### config.mk
export PLATFORM = sky130hd
export DESIGN_NAME = text_overlay_cursor_writer
export DESIGN_NICKNAME = d
export VERILOG_FILES = /design/src/design/tocw_pkg.sv /design/src/design/text_overlay_cursor_writer.sv /design/src/design/tocw_cursor.sv /design/src/design/tocw_seq.sv
export SDC_FILE = /design/constraint.sdc
export NUM_CORES = 1
export LEC_CHECK = 0
export ABC_AREA = 0
export BUFFER_PORTS_ARGS = -buffer_cell sky130_fd_sc_hd__buf_2
export CORE_AREA = 3 3 111 113
export CTS_BUF_LIST = sky130_fd_sc_hd__clkbuf_4
export CTS_CLUSTER_SIZE = 16
export DETAILED_ROUTE_END_ITERATION = 6
export DIE_AREA = 0 0 114 116
export PLACE_DENSITY = 0.88
export SLEW_MARGIN = 20
export SYNTH_ARGS = -nofsm -noshare
export SYNTH_HDL_FRONTEND = slang
export SYNTH_SLANG_ARGS = --single-unit
### constraint.sdc
create_clock -name clk -period 18.4 [get_ports clk]
set_clock_uncertainty 0.15 [all_clocks]
set_input_delay 3.68 -clock clk [delete_from_list [all_inputs] [get_ports clk]]
set_output_delay 3.68 -clock clk [all_outputs]
set_load 0.05 [all_outputs]
### src/design/tocw_pkg.sv
package tocw_pkg;

	// Display geometry.
	localparam int COLUMNS   = 30;
	localparam int ROWS_NTSC = 12;
	localparam int ROWS_PAL  = 15;

	// A clear-line request writes at most this many cells.
	localparam int LINE_CAP = 30;
	localparam int LINE_CNT = (COLUMNS < LINE_CAP) ? COLUMNS : LINE_CAP;

	// Derived widths.
	localparam int CUR_W  = $clog2(ROWS_PAL * COLUMNS);
	localparam int ROW_W  = $clog2(ROWS_PAL + 1);
	localparam int POS_W  = $clog2(255 * COLUMNS + 256);
	localparam int CNT_W  = $clog2(LINE_CNT + 1);
	localparam int ADDR_W = 9;

	// Character codes.
	localparam logic [7:0] CHAR_CR    = 8'd13;
	localparam logic [7:0] CHAR_LF    = 8'd10;
	localparam logic [7:0] CHAR_SPACE = 8'h20;

	// Register byte addresses.
	localparam logic [2:0] REG_PAL_MODE = 3'd0;

	typedef enum logic [1:0] {
		MODE_PUT = 2'd0,
		MODE_SET = 2'd1,
		MODE_CLR = 2'd2
	} mode_t;

	typedef struct packed {
		logic [7:0] row;
		logic [7:0] column;
		logic [7:0] char_code;
		logic [1:0] mode;
	} item_t;

	// Work handed from the cursor logic to the result sequencer.
	typedef struct packed {
		logic              clr;
		logic [ADDR_W-1:0] base;
		logic [7:0]        data;
		logic [CNT_W-1:0]  count;
	} plan_t;

	typedef struct packed {
		logic              last;
		logic [7:0]        write_data;
		logic [ADDR_W-1:0] write_address;
		logic              clear_screen;
	} res_t;

endpackage

### src/design/text_overlay_cursor_writer.sv
// Text-mode cursor writer. Each input transaction carries a mode and its operands;
// the block keeps a cursor over a 30-column display of 12 (NTSC) or 15 (PAL) rows
// and turns printable characters and clear-line requests into display-memory
// write transactions, each marked last on the final one an input causes. A put
// at cursor 0 is preceded by a clear-screen transaction. Carriage return, line
// feed, set-cursor and ignored requests produce nothing. Inputs are taken one per
// cycle while the result sequencer keeps up; the single result sequencer drains one
// transaction per cycle into the output register while m_tready allows it. pal_mode
// is written through the APB port at byte address 0. Write it only while the block
// is idle; the block itself does not enforce this.
module text_overlay_cursor_writer (
	input  logic        clk,
	input  logic        arst_n,
	// APB configuration port.
	input  logic        psel,
	input  logic        penable,
	input  logic        pwrite,
	input  logic [2:0]  paddr,
	input  logic [31:0] pwdata,
	output logic [31:0] prdata,
	output logic        pready,
	// Input stream.
	input  logic        s_tvalid,
	output logic        s_tready,
	// s_tdata: [1:0] mode, [9:2] char_code, [17:10] column, [25:18] row, [31:26] zero.
	input  logic [31:0] s_tdata,
	// Output stream.
	output logic        m_tvalid,
	input  logic        m_tready,
	// m_tdata: [0] clear_screen, [9:1] write_address, [17:10] write_data, [23:18] zero.
	output logic [23:0] m_tdata,
	output logic        m_tlast
);

	logic                        pal_q;
	logic                        s1_valid_q;
	tocw_pkg::item_t             item_s1;
	logic                        plan_take;
	tocw_pkg::plan_t             plan;
	tocw_pkg::res_t              res;
	logic [tocw_pkg::CUR_W-1:0]  cursor;

	// Configuration: a single mode register, read back at the same address.
	assign pready = 1'b1;
	assign prdata = (paddr == tocw_pkg::REG_PAL_MODE) ? {31'd0, pal_q} : 32'd0;

	always_ff @(posedge clk or negedge arst_n) begin
		if (!arst_n) begin
			pal_q <= 1'b0;
		end else if (psel && penable && pwrite && pready && (paddr == tocw_pkg::REG_PAL_MODE)) begin
			pal_q <= pwdata[0];
		end
	end

	// Input register. It frees itself in the same cycle its item moves on, so the
	// stream keeps one transaction per cycle while the sequencer keeps up.
	assign s_tready = !s1_valid_q || plan_take;

	always_ff @(posedge clk or negedge arst_n) begin
		if (!arst_n) begin
			s1_valid_q <= 1'b0;
		end else if (s_tvalid && s_tready) begin
			s1_valid_q <= 1'b1;
		end else if (plan_take) begin
			s1_valid_q <= 1'b0;
		end
	end

	always_ff @(posedge clk) begin
		if (s_tvalid && s_tready) begin
			item_s1 <= tocw_pkg::item_t'(s_tdata[25:0]);
		end
	end

	// The cursor advances when the sequencer takes the item's plan.
	tocw_cursor u_cursor (
		.clk      (clk),
		.arst_n   (arst_n),
		.pal_mode (pal_q),
		.item     (item_s1),
		.take     (plan_take),
		.plan     (plan),
		.cursor   (cursor)
	);

	tocw_seq u_seq (
		.clk        (clk),
		.arst_n     (arst_n),
		.plan       (plan),
		.plan_valid (s1_valid_q),
		.plan_take  (plan_take),
		.res        (res),
		.res_valid  (m_tvalid),
		.res_ready  (m_tready)
	);

	assign m_tdata = {6'd0, res.write_data, res.write_address, res.clear_screen};
	assign m_tlast = res.last;

	// A clear-screen transaction always has its character write after it.
	a_clear_not_last: assert property (@(posedge clk) disable iff (!arst_n)
		(m_tvalid && res.clear_screen) |-> !m_tlast)
		else $error("clear-screen transaction marked last");

	a_clear_then_write: assert property (@(posedge clk) disable iff (!arst_n)
		(m_tvalid && m_tready && res.clear_screen) |=> (m_tvalid && !res.clear_screen))
		else $error("clear-screen transaction not followed by its write");

	// The cursor never leaves the larger of the two screens.
	a_cursor_range: assert property (@(posedge clk) disable iff (!arst_n)
		cursor < tocw_pkg::CUR_W'(tocw_pkg::ROWS_PAL * tocw_pkg::COLUMNS))
		else $error("cursor beyond screen");

endmodule

### src/design/tocw_cursor.sv
module tocw_cursor (
	input  logic                     clk,
	input  logic                     arst_n,
	input  logic                     pal_mode,
	input  tocw_pkg::item_t          item,
	input  logic                     take,
	output tocw_pkg::plan_t          plan,
	output logic [tocw_pkg::CUR_W-1:0] cursor
);

	localparam int CUR_W = tocw_pkg::CUR_W;
	localparam int ROW_W = tocw_pkg::ROW_W;
	localparam int POS_W = tocw_pkg::POS_W;

	logic [CUR_W-1:0]              cursor_q;
	logic [CUR_W-1:0]              cursor_next;
	logic [tocw_pkg::ROWS_PAL-2:0] row_ge;
	logic [ROW_W-1:0]              cur_row;
	logic [ROW_W-1:0]              row_inc;
	logic [ROW_W-1:0]              row_wrap;
	logic [ROW_W-1:0]              rows_n;
	logic [CUR_W:0]                cells;
	logic [CUR_W:0]                cur_inc;
	logic [POS_W-1:0]              set_pos;

	// The row of the cursor is the number of row starts after row 0 at or below it.
	always_comb begin
		for (int k = 1; k < tocw_pkg::ROWS_PAL; k++) begin
			row_ge[k-1] = cursor_q >= CUR_W'(k * tocw_pkg::COLUMNS);
		end
	end

	assign cur_row  = ROW_W'($countones(row_ge));
	assign rows_n   = pal_mode ? ROW_W'(tocw_pkg::ROWS_PAL) : ROW_W'(tocw_pkg::ROWS_NTSC);
	assign cells    = pal_mode ? (CUR_W+1)'(tocw_pkg::ROWS_PAL * tocw_pkg::COLUMNS)
	                           : (CUR_W+1)'(tocw_pkg::ROWS_NTSC * tocw_pkg::COLUMNS);
	assign row_inc  = cur_row + ROW_W'(1);
	// Row index stays below twice the row count, so one subtraction wraps it.
	assign row_wrap = (row_inc >= rows_n) ? (row_inc - rows_n) : row_inc;
	assign cur_inc  = {1'b0, cursor_q} + (CUR_W+1)'(1);
	assign set_pos  = POS_W'(item.row * tocw_pkg::COLUMNS) + POS_W'(item.column);

	always_comb begin
		cursor_next = cursor_q;
		plan        = '0;
		case (item.mode)
			tocw_pkg::MODE_PUT: begin
				if (item.char_code == tocw_pkg::CHAR_CR) begin
					cursor_next = CUR_W'(cur_row * tocw_pkg::COLUMNS);
				end else if (item.char_code == tocw_pkg::CHAR_LF) begin
					cursor_next = CUR_W'(row_wrap * tocw_pkg::COLUMNS);
				end else begin
					plan.clr   = (cursor_q == '0);
					plan.base  = tocw_pkg::ADDR_W'(cursor_q);
					plan.data  = item.char_code;
					plan.count = tocw_pkg::CNT_W'(1);
					cursor_next = (cur_inc >= cells) ? CUR_W'(cur_inc - cells) : CUR_W'(cur_inc);
				end
			end
			tocw_pkg::MODE_SET: begin
				if (set_pos < POS_W'(cells)) begin
					cursor_next = CUR_W'(set_pos);
				end
			end
			tocw_pkg::MODE_CLR: begin
				if (item.row < 8'(rows_n)) begin
					plan.base  = tocw_pkg::ADDR_W'(item.row * tocw_pkg::COLUMNS);
					plan.data  = tocw_pkg::CHAR_SPACE;
					plan.count = tocw_pkg::CNT_W'(tocw_pkg::LINE_CNT);
				end
			end
			default: begin
				cursor_next = cursor_q;
			end
		endcase
	end

	always_ff @(posedge clk or negedge arst_n) begin
		if (!arst_n) begin
			cursor_q <= '0;
		end else if (take) begin
			cursor_q <= cursor_next;
		end
	end

	assign cursor = cursor_q;

endmodule

### src/design/tocw_seq.sv
module tocw_seq (
	input  logic            clk,
	input  logic            arst_n,
	input  tocw_pkg::plan_t plan,
	input  logic            plan_valid,
	output logic            plan_take,
	output tocw_pkg::res_t  res,
	output logic            res_valid,
	input  logic            res_ready
);

	logic                          busy_q;
	logic                          clr_q;
	logic [tocw_pkg::ADDR_W-1:0]   addr_q;
	logic [7:0]                    data_q;
	logic [tocw_pkg::CNT_W-1:0]    rem_q;
	logic                          ovalid_q;
	tocw_pkg::res_t                ores_q;
	logic                          load;
	logic                          final_res;
	logic                          start;

	assign load      = busy_q && (!ovalid_q || res_ready);
	assign final_res = !clr_q && (rem_q == tocw_pkg::CNT_W'(1));
	assign plan_take = plan_valid && (!busy_q || (load && final_res));
	// A new run starts only when the sequencer is idle or finishing its final result.
	assign start     = plan_take && (plan.count != '0);

	always_ff @(posedge clk or negedge arst_n) begin
		if (!arst_n) begin
			busy_q   <= 1'b0;
			clr_q    <= 1'b0;
			rem_q    <= '0;
			ovalid_q <= 1'b0;
		end else begin
			if (load) begin
				ovalid_q <= 1'b1;
			end else if (res_ready) begin
				ovalid_q <= 1'b0;
			end
			if (start) begin
				busy_q <= 1'b1;
			end else if (load && final_res) begin
				busy_q <= 1'b0;
			end
			if (start) begin
				clr_q <= plan.clr;
				rem_q <= plan.count;
			end else if (load) begin
				if (clr_q) begin
					clr_q <= 1'b0;
				end else begin
					rem_q <= rem_q - tocw_pkg::CNT_W'(1);
				end
			end
		end
	end

	always_ff @(posedge clk) begin
		if (load) begin
			if (clr_q) begin
				ores_q <= '{last: 1'b0, write_data: '0, write_address: '0, clear_screen: 1'b1};
			end else begin
				ores_q <= '{last: final_res, write_data: data_q, write_address: addr_q,
				            clear_screen: 1'b0};
			end
		end
		if (start) begin
			addr_q <= plan.base;
			data_q <= plan.data;
		end else if (load && !clr_q) begin
			addr_q <= addr_q + tocw_pkg::ADDR_W'(1);
		end
	end

	assign res       = ores_q;
	assign res_valid = ovalid_q;

endmodule

==> results of run 1 <==
[final cells by class]
type	count	area (sq um)	share of cell area (%)
inverter	74	277.8	3.683
tap	143	178.9	2.372
clock inverter	7	77.57	1.029
clock buffer	9	67.56	0.8958
multi-input combinational	540	4305	57.08
sequential	81	2337	30.99
timing repair buffer	59	297.8	3.948
[cell usage after synthesis, types with 13 or more instances]
master | count | area share, %
ha_1 | 75 | 13
fa_1 | 35 | 9.7
a21oi_1 | 27 | 1.9
nand3_1 | 13 | 0.90
xnor2_1 | 22 | 2.7
nand2_1 | 48 | 2.5
o21ai_0 | 43 | 3.0
dfrtp_1 | 19 | 6.6
nor2b_1 | 26 | 2.3
xor2_1 | 20 | 2.4
inv_1 | 73 | 3.8
edfxtp_1 | 62 | 26
buf_4 | 39 | 4.1
nor2_1 | 32 | 1.7
[metrics by stage]
step           instances  worst slack, ns  hold WS, ns
6_report             913            9.818       0.3447
5_1_grt              913            9.351       0.3902
4_1_cts              913            9.832       0.3448
3_5_place_dp         897            9.909       0.3128
3_3_place_gp         897            9.942       0.2984
2_1_floorplan        752            10.15       0.2888
[placed cells by master (no fill, tap or decap), types with 27 or more instances in the layout]
master    instances
ha_1             75
inv_1            73
edfxtp_1         62
buf_2            58
nand2_1          48
o21ai_0          43
conb_1           38
fa_1             35
nor2_1           32
a21oi_1          27
[sequential cells by signal, indices dropped and copies added (netlist names)]
register / count
item_s1: 26
pal_q: 1
s1_valid_q: 1
u_cursor.cursor: 9
u_seq.addr_q: 9
u_seq.busy_q: 1
u_seq.clr_q: 1
u_seq.data_q: 8
u_seq.rem_q: 5
u_seq.res: 19
u_seq.res_valid: 1
[how the worst min path moves through the flow]
stage	start	slack, ns	end	depth (start not counted)
after floorplan	u_seq.busy_q	0.29	u_seq.res_valid	2
after global placement	u_seq.busy_q	0.30	u_seq.res_valid	2
after detailed placement	u_seq.busy_q	0.31	u_seq.res_valid	2
after CTS	u_seq.busy_q	0.34	u_seq.res_valid	2
after global routing	u_seq.busy_q	0.39	u_seq.res_valid	2
final	u_seq.busy_q	0.34	u_seq.res_valid	2
[routing by layer]
layer  part of all wire [%]  vias up  GRT usage, %
met3                    7.1       46         5.013
met4                    2.6        0         7.838
met1                     38     2629         28.14
met5                      0        -             0
li1                       -     2522             -
met2                     52      239         42.47
[worst max-delay path, delay by kind of cell (launching register included)]
kind            cells  cell delay, ns
fa+ha+maj          10            4.27
simple gates        5            1.31
compound gates      6            1.12
flops               1            0.60
buf+inv             8            0.58
xor+xnor            2            0.33
mux                 1            0.13
[logic make-up after synthesis]
group	Yosys count	synth area share (%)
buf+inv	131	9.722
mux	10	1.753
xor+xnor	42	5.104
fa+ha+maj	110	22.74
simple gates	185	13.49
compound gates	155	14.65
other cells	2	0.1042
flops	81	32.43
==> impl_metrics.env, run 1 <==
export IMPL_design_portCount=134
export IMPL_clockBufferDepth=2
export IMPL_run_status="completed"
export IMPL_sequential_cell_area_fraction_in_the_yosys_report_pct=32.43
export IMPL_endpoint="u_cursor.cursor[7]"
export IMPL_worst_skew_pair_late_latency_ns=0.47
export IMPL_floorplan_initialDensity_pct=63.12
export IMPL_numCtsBuffers=9
export IMPL_actual_transition_at_the_worst_max_transition_pin_ns=0.7588
export IMPL_syn_to_final_growth_pct=4.653
export IMPL_route_detailed_vias_per_inst=5.954
export IMPL_ff2ff_path_depth=32
export IMPL_crit_start="u_cursor.cursor[3]"
export IMPL_finalWirelength_microns=15240
export IMPL_synth_enable_flop_cells=62
export IMPL_htreeDepth=3
export IMPL_fin_nets=949
export IMPL_finalSetupTns_ns=0
export IMPL_maxClockFrequency_mhz=116.5
export IMPL_rows=39
export IMPL_synth_area_per_cell_sq_um=10.07
export IMPL_drive_gt1_share_pct=13.77
export IMPL_syn_instance_count=716
export IMPL_clock_slew_seen_by_the_registers_of_the_worst_setup_and_hold_paths_ns=0.14
export IMPL_max_stage_delay_ns=0.66
export IMPL_setup_reg_to_reg_worst_slack_ns=9.82
export IMPL_post_dp_hpwl_microns=12320
export IMPL_pin_count_of_the_biggest_net_entering_global_routing=27
export IMPL_worstHoldPathType="reg -> reg"
export IMPL_first_iter_violations=437
export IMPL_detail_route_wl_per_cell_microns=16.69
export IMPL_final_core_util_pct=66.05
export IMPL_antenna_found_initial=0
export IMPL_first_global_vias=5456
export IMPL_synth_async_sr_flop_share_pct=23.46
export IMPL_final_period_minus_worst_setup_slack_ns=8.582
export IMPL_fp_dieW_microns=114
export IMPL_layout_worst_path_cycle_share_pct=46.64
export IMPL_cts_root_buf="clkbuf_4"
export IMPL_rsz_0062_raised_after_global_routing="no"
export IMPL_number_of_nets_with_antenna_violations_after_routing=0
export IMPL_fillCellCount=842
export IMPL_critPathMostFrequentCell="inv_1"
export IMPL_maxCapViolations=0
export IMPL_postSynthRegisterBits=81
export IMPL_cts_repair_resize_count=0
export IMPL_io_buffer_count=58
export IMPL_synth_cell_area_sq_um=7207
export IMPL_final_max_slew_violation_count=0
export IMPL_maxSlewHeadroom_pct=48.99
export IMPL_finalSetupViolCount=0
export IMPL_buffers_inserted_during_post_cts_setup_optimization=0
export IMPL_cp_data_required_time_ns=18.65
export IMPL_setup_worst_path_end_class="register"
export IMPL_detailroute_via_count=5436
export IMPL_setup_worst_path_class="reg -> reg"
export IMPL_placed_area_sq_um=7396
export IMPL_critical_path_slowest_cell="fa_1"
export IMPL_drt_pass1_iterations=5
export IMPL_dieHeight_microns=116
export IMPL_tritoncts="yes"
export IMPL_critPathArrivalTime_ns=8.84
export IMPL_rr_startpoint="u_cursor.cursor[3]"
export IMPL_postLayoutCellArea_sq_um=7542
export IMPL_grt_total_usage_pct=23.58
export IMPL_area_of_the_die_sq_um=13220
export IMPL_cts_sink_count=81
export IMPL_global_route_overflow_total=0
export IMPL_critical_path_max_fanout=16
export IMPL_cts_hold_buffers_added=0
export IMPL_area_inside_the_core_boundary_sq_um=11420
export IMPL_regToRegEndpoint="u_cursor.cursor[7]"
export IMPL_synth_warnings=0
export IMPL_synth_flop_cell="edfxtp_1"
export IMPL_timing_final_hold_violations=0
export IMPL_antenna_cells_inserted=0
export IMPL_first_pass_grt_wire_length_microns=24910
export IMPL_setup_worst_path_start_class="register"
export IMPL_netlist_cell_type_count=72
export IMPL_drc_violations_left=0
export IMPL_weighted_congestion_at_the_end_of_routability_driven_global_placement=0.9482
Power of run 1 is not shown: default switching activity piles up to over one toggle a cycle in this logic, so the estimate is an artifact.
==> inputs of run 2 (changes only) <==
--- a/config.mk
+++ b/config.mk
@@ -7,12 +7,12 @@
 export LEC_CHECK = 0
 export ABC_AREA = 0
 export BUFFER_PORTS_ARGS = -buffer_cell sky130_fd_sc_hd__buf_2
-export CORE_AREA = 3 3 111 113
+export CORE_AREA = 3 3 121 123
 export CTS_BUF_LIST = sky130_fd_sc_hd__clkbuf_4
 export CTS_CLUSTER_SIZE = 16
 export DETAILED_ROUTE_END_ITERATION = 6
-export DIE_AREA = 0 0 114 116
-export PLACE_DENSITY = 0.88
+export DIE_AREA = 0 0 124 126
+export PLACE_DENSITY = 0.79
 export SLEW_MARGIN = 20
 export SYNTH_ARGS = -nofsm -noshare
 export SYNTH_HDL_FRONTEND = slang
==> constraint.sdc (replaced) <==
create_clock -name clk -period 7.2 [get_ports clk]
set_clock_uncertainty 0.15 [all_clocks]
set_input_delay 1.44 -clock clk [delete_from_list [all_inputs] [get_ports clk]]
set_output_delay 1.44 -clock clk [all_outputs]
set_load 0.05 [all_outputs]
==> run 2 against run 1 <==
Against the previous run:
- the run now ends with negative setup slack left
- final cell count rose by 10%
- first-iteration DRC count rose by 16%
- hold slack improved by 0.013 ns
- die area rose by 18%
- wire length rose by 0.83%
- fmax rose by 16%
- register-to-register slack got worse by 10 ns
- critical path depth fell by 2
- core utilization fell by 6.4 points
- critical path type unchanged
==> impl_metrics.env, run 2 (synthesized netlist as in run 1, its figures left out) <==
export IMPL_actual_transition_at_the_worst_max_transition_pin_ns=0.7851
export IMPL_critical_path_n_buffers_inverters=7
export IMPL_critical_path_max_fanout=7
export IMPL_fin_nets=1007
export IMPL_antenna_cells_inserted=0
export IMPL_critPathTopFamily="adder cells"
export IMPL_cts_sink_count=81
export IMPL_layout_worst_path_cycle_share_pct=103.0
export IMPL_maxClockFrequency_mhz=134.9
export IMPL_regArea_sq_um=2345
export IMPL_multi_input_area_sq_um=4496
export IMPL_worstHoldPathType="reg -> reg"
export IMPL_hold_path_startpoint="u_seq.busy_q"
export IMPL_first_global_vias=5334
export IMPL_antenna_found_initial=0
export IMPL_ff2ff_path_depth=30
export IMPL_worst_hold_path_endpoint="u_seq.res_valid"
export IMPL_io_buffer_count=58
export IMPL_drive_gt1_share_pct=25.00
export IMPL_area_of_the_die_sq_um=15620
export IMPL_layout_cells_most_common="ha_1"
export IMPL_detailroute_via_count=5448
export IMPL_post_dp_hpwl_microns=12010
export IMPL_finalSetupViolCount=4
export IMPL_first_pass_grt_wire_length_microns=25070
export IMPL_dieHeight_microns=126
export IMPL_floorplan_initialDensity_pct=52.33
export IMPL_weighted_congestion_at_the_end_of_routability_driven_global_placement=0.9475
export IMPL_rr_startpoint="u_cursor.cursor[3]"
export IMPL_area_inside_the_core_boundary_sq_um=13770
export IMPL_post_place_cells=981
export IMPL_run_status="finished, violations left"
export IMPL_cp_data_required_time_ns=7.39
export IMPL_clockBufferDepth=2
export IMPL_clock_slew_seen_by_the_registers_of_the_worst_setup_and_hold_paths_ns=0.15
export IMPL_max_stage_delay_ns=0.59
export IMPL_maxCapViolations=0
export IMPL_instances_no_fill=1008
export IMPL_maxSlewHeadroom_pct=47.22
export IMPL_cts_hold_buffers_added=0
export IMPL_route_detailed_vias_per_inst=5.405
export IMPL_pin_count_of_the_biggest_net_entering_global_routing=27
export IMPL_rows=43
export IMPL_final_cell_mix="ha_1, inv_1, edfxtp_1"
export IMPL_syn_to_final_growth_pct=14.06
export IMPL_first_iter_violations=508
export IMPL_largest_register="item_s1"
export IMPL_drc_violations_left=0
export IMPL_grt_total_usage_pct=20.05
export IMPL_drt_pass1_iterations=6
export IMPL_numCtsBuffers=9
export IMPL_regToRegEndpoint="u_cursor.cursor[6]"
export IMPL_fillCellCount=1137
export IMPL_number_of_nets_with_antenna_violations_after_routing=0
export IMPL_critical_path_slowest_cell="fa_1"
export IMPL_design_portCount=134
export IMPL_final_max_slew_violation_count=0
export IMPL_setup_worst_path_start_class="register"
export IMPL_worst_skew_pair_late_latency_ns=0.45
export IMPL_global_route_overflow_total=0
export IMPL_timing_final_hold_violations=0
export IMPL_cts_root_buf="clkbuf_4"
export IMPL_fp_dieW_microns=124
export IMPL_setup_worst_path_class="reg -> reg"
export IMPL_flip_flop_count_of_the_largest_register_all_copies_and_words_added=26
export IMPL_setup_ws_ns=-0.2129
export IMPL_htreeDepth=3
export IMPL_rsz_0062_raised_after_global_routing="yes"
export IMPL_failing_checks="negative setup slack"
export IMPL_detail_route_wl_per_cell_microns=15.24
export IMPL_finalWirelength_microns=15360
export IMPL_critPathArrivalTime_ns=7.60
export IMPL_setup_reg_to_reg_worst_slack_ns=-0.21
export IMPL_tritoncts="yes"
export IMPL_hold_depth=2
export IMPL_final_period_minus_worst_setup_slack_ns=7.413
export IMPL_worst_path_stages=30
export IMPL_setup_worst_path_end_class="register"
-- run 2: cell types whose count changed in the layout (fill, tap and decap cells not counted), sizes merged --
| cell | delta |
|---|---|
| buf | +58 |
| clkinv | +4 |
| inv | -2 |
| clkinvlp | -2 |
-- run 2: layout make-up --
class	instances	area share, %
clock inverter	7	0.8371
tap	180	2.740
timing repair buffer	117	8.980
sequential	81	28.52
multi-input combinational	540	54.69
clock buffer	9	0.8219
inverter	74	3.409
-- run 2: what timing repair did --
item,in CTS,in global routing
gates resized for setup,20,16
setup endpoints to repair,4,4
cloned,0,0
buffers inserted,6,5
pin swaps,23,15
-- run 2: worst reg2reg max path, delay by kind of cell, from the launching register on --
kind                       cells  cell delay [ns]
AOI/OAI and AO/OA              5             0.86
xor gates and xnor gates       2             0.45
and+or+nand+nor                5             0.88
muxes                          1             0.26
DFF                            1             0.48
adders and majority gates     10             3.72
buffers and inverters          7             0.50
-- run 2: worst max path at each step --
stage	slack (ns)	start	endpoint
floorplan	0.007	u_cursor.cursor[1]	u_cursor.cursor[7]
global placement	-0.20	u_cursor.cursor[2]	u_cursor.cursor[7]
detailed placement	-0.34	u_cursor.cursor[2]	u_cursor.cursor[7]
CTS	-0.18	u_cursor.cursor[3]	u_cursor.cursor[7]
global route	-0.46	u_cursor.cursor[3]	u_cursor.cursor[7]
finish	-0.21	u_cursor.cursor[3]	u_cursor.cursor[6]
-- run 2: per-layer routing --
layer  vias to the layer above  wire, microns  share of wire, %  track usage (%)
met2                       206           7453                49            33.09
met4                         0            498               3.2            6.314
met5                         -              0                 0                0
met1                      2556           6472                42            26.79
met3                        45            938               6.1            3.592
li1                       2641              -                 -                -
-- run 2: per-stage QoR --
stage | hold WS, ns | setup slack [ns] | TNS [ns] | util, % | area [sq um]
final | 0.3575 | -0.2129 | -0.7628 | 59.68 | 8220
after global routing | 0.4125 | -0.4566 | -1.737 | 59.68 | 8220
after CTS | 0.3506 | -0.1807 | -0.3118 | 58.96 | 8120
after detailed placement | 0.3212 | -0.3375 | -0.9002 | 57.12 | 7868
after global placement | 0.2976 | -0.1992 | -0.3426 | 57.12 | 7868
after floorplan | 0.2888 | 0.006625 | 0 | - | 7420
Power of run 2 is left out for the same reason.
